File: src/rtl/core/vor_pkg.sv
// ----------------------------------------------------------------------------
// vor_pkg
// Shared types, constants and projection helpers of the voxel rasterizer.
// ----------------------------------------------------------------------------
package vor_pkg;

   localparam int MAX_CELLS  = 4096;
   localparam int CELL_AW    = 12;
   localparam int CNT_W      = 13;
   localparam int GRID_W     = 64;
   localparam int GRID_H     = 64;
   localparam int GRID_CELLS = GRID_W * GRID_H;
   localparam int GRID_AW    = 12;
   localparam int DIM_LIMIT  = 1024;
   localparam int COORD_BITS = 16;
   localparam int PROJ_W     = COORD_BITS + 1;
   localparam int CELL_DW    = 3 * COORD_BITS + 24;

   typedef enum logic [1:0] {
      CMD_ADD    = 2'd0,
      CMD_FINISH = 2'd1,
      CMD_PULL   = 2'd2,
      CMD_NONE   = 2'd3
   } cmd_type;

   localparam logic [2:0] ST_OK        = 3'd0;
   localparam logic [2:0] ST_NO_CELLS  = 3'd1;
   localparam logic [2:0] ST_PIX_LIMIT = 3'd2;
   localparam logic [2:0] ST_GRID_SMALL = 3'd3;
   localparam logic [2:0] ST_LIST_FULL = 3'd4;
   localparam logic [2:0] ST_NO_IMAGE  = 3'd5;

   localparam logic [1:0] MODE_NEAREST    = 2'd0;
   localparam logic [1:0] MODE_SILHOUETTE = 2'd1;
   localparam logic [1:0] MODE_THICKNESS  = 2'd2;

   localparam logic [2:0] AXIS_PX = 3'd0;
   localparam logic [2:0] AXIS_PZ = 3'd4;
   localparam logic [2:0] AXIS_NZ = 3'd5;

   typedef struct packed {
      logic [1:0]         cmd;
      logic signed [15:0] pos_x;
      logic signed [15:0] pos_y;
      logic signed [15:0] pos_z;
      logic [23:0]        cell_rgb;
   } req_type;

   typedef struct packed {
      logic [2:0]  status;
      logic [10:0] image_width;
      logic [10:0] image_height;
      logic [31:0] pixel;
      logic        last;
   } rsp_type;

   typedef struct packed {
      cmd_type            kind;
      logic signed [15:0] pos_x;
      logic signed [15:0] pos_y;
      logic signed [15:0] pos_z;
      logic [23:0]        cell_rgb;
   } item_type;

   typedef struct packed {
      logic [1:0]  raster_mode;
      logic [2:0]  forward_axis;
      logic [2:0]  up_axis;
      logic [4:0]  pixels_per_cell;
      logic [24:0] max_pixels;
      logic [31:0] background_color;
      logic [31:0] foreground_color;
   } cfg_type;

   function automatic logic [2:0] axis_fix(input logic [2:0] code);
      axis_fix = (code > AXIS_NZ) ? AXIS_PX : code;
   endfunction

   // right = up x forward, both unit axes on different world axes
   function automatic logic [2:0] right_code(input logic [2:0] uc, input logic [2:0] fc);
      logic [1:0] k;
      logic       cyc;
      k   = 2'd3 - uc[2:1] - fc[2:1];
      cyc = (uc[2:1] == 2'd0 && fc[2:1] == 2'd1) || (uc[2:1] == 2'd1 && fc[2:1] == 2'd2) ||
            (uc[2:1] == 2'd2 && fc[2:1] == 2'd0);
      right_code = {k, uc[0] ^ fc[0] ^ ~cyc};
   endfunction

   function automatic logic signed [PROJ_W-1:0] proj(input logic signed [15:0] x,
      input logic signed [15:0] y, input logic signed [15:0] z, input logic [2:0] code);
      logic signed [PROJ_W-1:0] v;
      case (code[2:1])
         2'd0: v = {x[15], x};
         2'd1: v = {y[15], y};
         default: v = {z[15], z};
      endcase
      proj = code[0] ? -v : v;
   endfunction

endpackage

File: src/rtl/core/vor_front.sv
// ----------------------------------------------------------------------------
// vor_front
// Request intake: classifies commands, drops unknown ones, queues the rest.
// ----------------------------------------------------------------------------
module vor_front (
   input  logic              clock,
   input  logic              reset,
   input  logic              req_push,
   output logic              req_full,
   input  vor_pkg::req_type  req_data,
   output logic              item_valid,
   output vor_pkg::item_type item,
   input  logic              take
);
   import vor_pkg::*;

   localparam int QD  = 4;
   localparam int QAW = 2;

   item_type       q_ff [QD];
   logic [QAW-1:0] head_ff, head_in, tail_ff, tail_in;
   logic [QAW:0]   cnt_ff, cnt_in;
   logic           enq, deq;
   item_type       new_item;

   assign req_full   = (cnt_ff == (QAW+1)'(QD));
   assign enq        = req_push && !req_full && (req_data.cmd != CMD_NONE);
   assign deq        = take && (cnt_ff != '0);
   assign item_valid = (cnt_ff != '0);
   assign item       = q_ff[head_ff];

   always_comb begin
      new_item.kind     = cmd_type'(req_data.cmd);
      new_item.pos_x    = req_data.pos_x;
      new_item.pos_y    = req_data.pos_y;
      new_item.pos_z    = req_data.pos_z;
      new_item.cell_rgb = req_data.cell_rgb;
      head_in = deq ? head_ff + QAW'(1) : head_ff;
      tail_in = enq ? tail_ff + QAW'(1) : tail_ff;
      cnt_in  = cnt_ff + (QAW+1)'(enq) - (QAW+1)'(deq);
   end

   always_ff @(posedge clock) begin
      if (reset) begin
         head_ff <= '0;
         tail_ff <= '0;
         cnt_ff  <= '0;
      end else begin
         head_ff <= head_in;
         tail_ff <= tail_in;
         cnt_ff  <= cnt_in;
      end
   end

   always_ff @(posedge clock) begin
      if (enq) begin
         q_ff[tail_ff] <= new_item;
      end
   end
endmodule

File: config.mk
export PLATFORM = sky130hd
export DESIGN_NAME = vor_front
export DESIGN_NICKNAME = d
export VERILOG_FILES = /design/src/rtl/core/vor_pkg.sv /design/src/rtl/core/vor_front.sv
export SDC_FILE = /design/constraint.sdc
export NUM_CORES = 1
export LEC_CHECK = 0
export ABC_CLOCK_PERIOD_IN_PS = 5000
export BUFFER_PORTS_ARGS = -buffer_cell sky130_fd_sc_hd__buf_4
export CAP_MARGIN = 0
export CORE_MARGIN = 10
export CORE_UTILIZATION = 52
export CTS_BUF_LIST = sky130_fd_sc_hd__clkbuf_16
export CTS_CLUSTER_SIZE = 30
export DETAILED_ROUTE_END_ITERATION = 8
export MAX_ROUTING_LAYER = met4
export PLACE_DENSITY_LB_ADDON = 0.1
export SETUP_SLACK_MARGIN = 0.1
export SLEW_MARGIN = 20
export SYNTH_ARGS = -nofsm -noshare
export SYNTH_HDL_FRONTEND = slang
export SYNTH_SLANG_ARGS = --single-unit
File: constraint.sdc
create_clock -name clock -period 5 [get_ports clock]
set_input_delay 1 -clock clock [delete_from_list [all_inputs] [get_ports clock]]
set_output_delay 1 -clock clock [all_outputs]
set_load 0.01 [all_outputs]
==> summary.md <==
| Metric | Value |
|---|---|
| Outcome | complete, no violations |
| Remaining DRCs | 0 |
| Top routing layer used | met4 |
| Fillers | 1,415 |
| CP Max Fanout | 25 |
| Met3 wire length | 1162 µm |
| Drt wl/cell | 23.21 µm |
| Slew Viols, Final | 0 |
| Htree depth | 1 |
| Metal2 WL | 10,580 µm |
| Number of routed nets with antenna violations | 0 |
| Seq/Total Area, Yosys | 81.14% |
| Area grow syn2layout | 22.42% |
| Least-Margin Pin Slew | 0.9718 ns |
| Metal1 wirelength | 9066 µm |
| Reg2reg end | cnt_ff[2] |
| Pwr/cell area | 509.7 nW/µm² |
| WL final | 21,170 µm |
| Die Span X | 166.6 µm |
| Relative max-transition margin | 35.21% |
| Final TNS setup | 0 ns |
| Cell variety after synth | 24 |
| Synth Area per Inst | 25.69 µm² |
| Most frequent cells in the layout | 296 x edfxtp_1, 162 x buf_4, 74 x mux4_2, 31 x clkbuf_16, 15 x inv_1 |
| Syn Nets | 520 |
| Setup fix buffers added after clock tree synthesis | 0 |
| Worst Setup Path Type | register to primary output |
| Register area | 9076 µm² |
| Crit path launch type | register |
| Layout net count | 700 |
| Count of final setup violators | 0 |
| Root buffer cell | clkbuf_16 |
| CTS tree | built |
| Sw frac | 24.67% |
| Row cnt | 53 |
| Yosys warnings | 0 |
| Max-cap violations | 0 |
| Post-Syn Instances | 435 |
| Clock skew | 0.01571 ns |
| Share of cells above drive strength 1 | 45.37% |
| Reg2Reg Depth | 11 |
| R2R Path Start | cnt_ff[1] |
| Clock tree sinks | 305 |
| Starting Density | 53.00% |
| Synthesized area | 11,180 µm² |
| DR iter-0 viols | 375 |
| Die area | 27,760 µm² |
| Gr ovfl total | 0 |
| Total CTS buffers | 31 |
| Worst hold path startpoint | head_ff[1] |
| Final instance area | 13,680 µm² |
| Drt via density | 5.507 |
| Cell area after placement | 12,650 µm² |
| Total power | 0.006975 W |
| Largest net degree at the start of global routing | 75 |
| Nature of the critical path endpoint | primary output |
| Internal power | 0.005254 W |
| Reg power frac | 45.5% |
| I/O pins | 154 |
| First-pass GRT wire length | 32,890 µm |
| Worst-case hold path end point | head_ff[1] |
| Total track usage | 15.37% |
| DIE HEIGHT | 166.6 µm |
| CP Data Arrival Time | 2.45 ns |
| Yosys reg bits | 305 |
| Clk slew on worst S/H paths | 0.06 ns |
| Pre-antenna DRT Iters | 4 |
| Post-CTS Resized | 0 |
| Core area | 21,090 µm² |
| Tmin final | 3.446 ns |
| Maximum VDD drop | 0.3321 mV |
| Area occupied by multi-input gates | 1967 µm² |
| Hold depth | 2 |
| Via count | 5,022 |
| Fmax | 290.2 MHz |
| Antenna diodes | 0 |
| Fin crit share | 68.92% |
| CTS max path bufs | 3 |
| Hold WC Path Type | register to register |
| Worst-skew pair later-pin latency | 0.54 ns |
| Port bufs | 153 |
| Clock power frac | 32.3% |
| Switching pwr | 0.001720 W |
| Flop2flop setup slack | 2.46 ns |
| Commonest non-fill, non-tap cell in the layout | edfxtp_1 |
| Hold Buf Count CTS | 0 |
| Hold Fails Final Rpt | 0 |
| Vias in the first global route | 5,639 |
| Routability congestion estimate | 0.7630 |
| Worst path required time | 4.00 ns |
| RSZ-0062 raised after global routing | no |
| Combinational share of power | 22.2% |
| Hpwl dp | 12,770 µm |
| Leakage | 4.641 nW |
| Antenna violations before repair | 0 |
-- per-layer routing --
metal	vias up	global-route usage (%)
met2	150	24.64
met5	-	-
li1	2204	-
met3	30	3.507
met1	2638	19.86
met4	0	3.398
-- synth_stat cells --
cell / number / area [µm²]
fa_1: 1 / 20.02
or3_1: 1 / 6.260
clkbuf_1: 2 / 7.510
mux2_4: 1 / 15.01
nor2_1: 7 / 26.28
xnor2_1: 1 / 8.760
mux4_2: 74 / 1667
xor2_1: 2 / 17.52
dfxtp_1: 9 / 180.2
o31a_1: 1 / 8.760
a211oi_4: 1 / 20.02
and2_1: 5 / 31.28
nand2b_1: 2 / 12.51
edfxtp_1: 296 / 8889
nor3b_4: 1 / 18.77
nor3_1: 1 / 5.000
nor2b_1: 1 / 6.260
buf_4: 1 / 7.510
o311ai_0: 1 / 8.760
inv_1: 6 / 22.52
ha_1: 6 / 75.07
mux2i_1: 1 / 10.01
buf_2: 7 / 35.03
buf_6: 7 / 78.83
-- power by group through the flow --
stage	Combinational, W	Clock (W)	Sequential [W]
finish	0.00155	0.00225	0.00317
global route	0.00168	0.00240	0.00320
CTS	0.00157	0.00229	0.00321
detailed placement	0.00156	0	0.00326
global placement	0.00155	0	0.00325
floorplan	0.000980	0	0.00315
-- cell families after synthesis --
kind of cell    Yosys count  synth area share (%)
compound gates            3                0.3359
xor+xnor                  3                0.2351
fa+ha+maj                 7                0.8508
buf+inv                  23                 1.355
flops                   305                 81.14
mux                      76                 15.13
simple gates             18                0.9516
-- sequential cells by signal (all words and copies together) (netlist names), named ones only --
register / count
head_ff: 2
tail_ff: 2
cnt_ff: 3
q_ff: 296
-- how the worst max path moves through the flow --
stage,from,end
6_report,register,item[48]
5_1_grt,register,item[48]
4_1_cts,register,item[15]
3_5_place_dp,req_data[72],cnt_ff[2]
3_3_place_gp,req_data[72],q_ff[3][62]
2_1_floorplan,req_data[72],q_ff[0][0]
-- area by class of cell --
class,count,share of cell area (%)
Tap cell,275,2.515
Clock inverter,24,1.710
Timing Repair Buffer,164,9.236
Sequential cell,305,66.33
Multi-Input combinational cell,107,14.37
Inverter,6,0.1646
Clock buffer,31,5.669
-- per-stage QoR --
step	instances	utilization (%)	hold slack, ns	setup slack [ns]
finish	912	64.89	0.5372	1.554
global route	912	64.89	0.5715	1.361
CTS	911	64.76	0.5379	1.458
detailed placement	856	59.97	0.5196	1.865
global placement	856	59.97	0.4967	1.926
floorplan	435	-	0.4820	1.436
-- critical path, stage by stage, from the launching register on --
cell and delay, ns:
dfxtp_4 0.69, buf_4 0.44, mux4_2 0.59, buf_4 0.17
(Power assumes the default switching activity.)
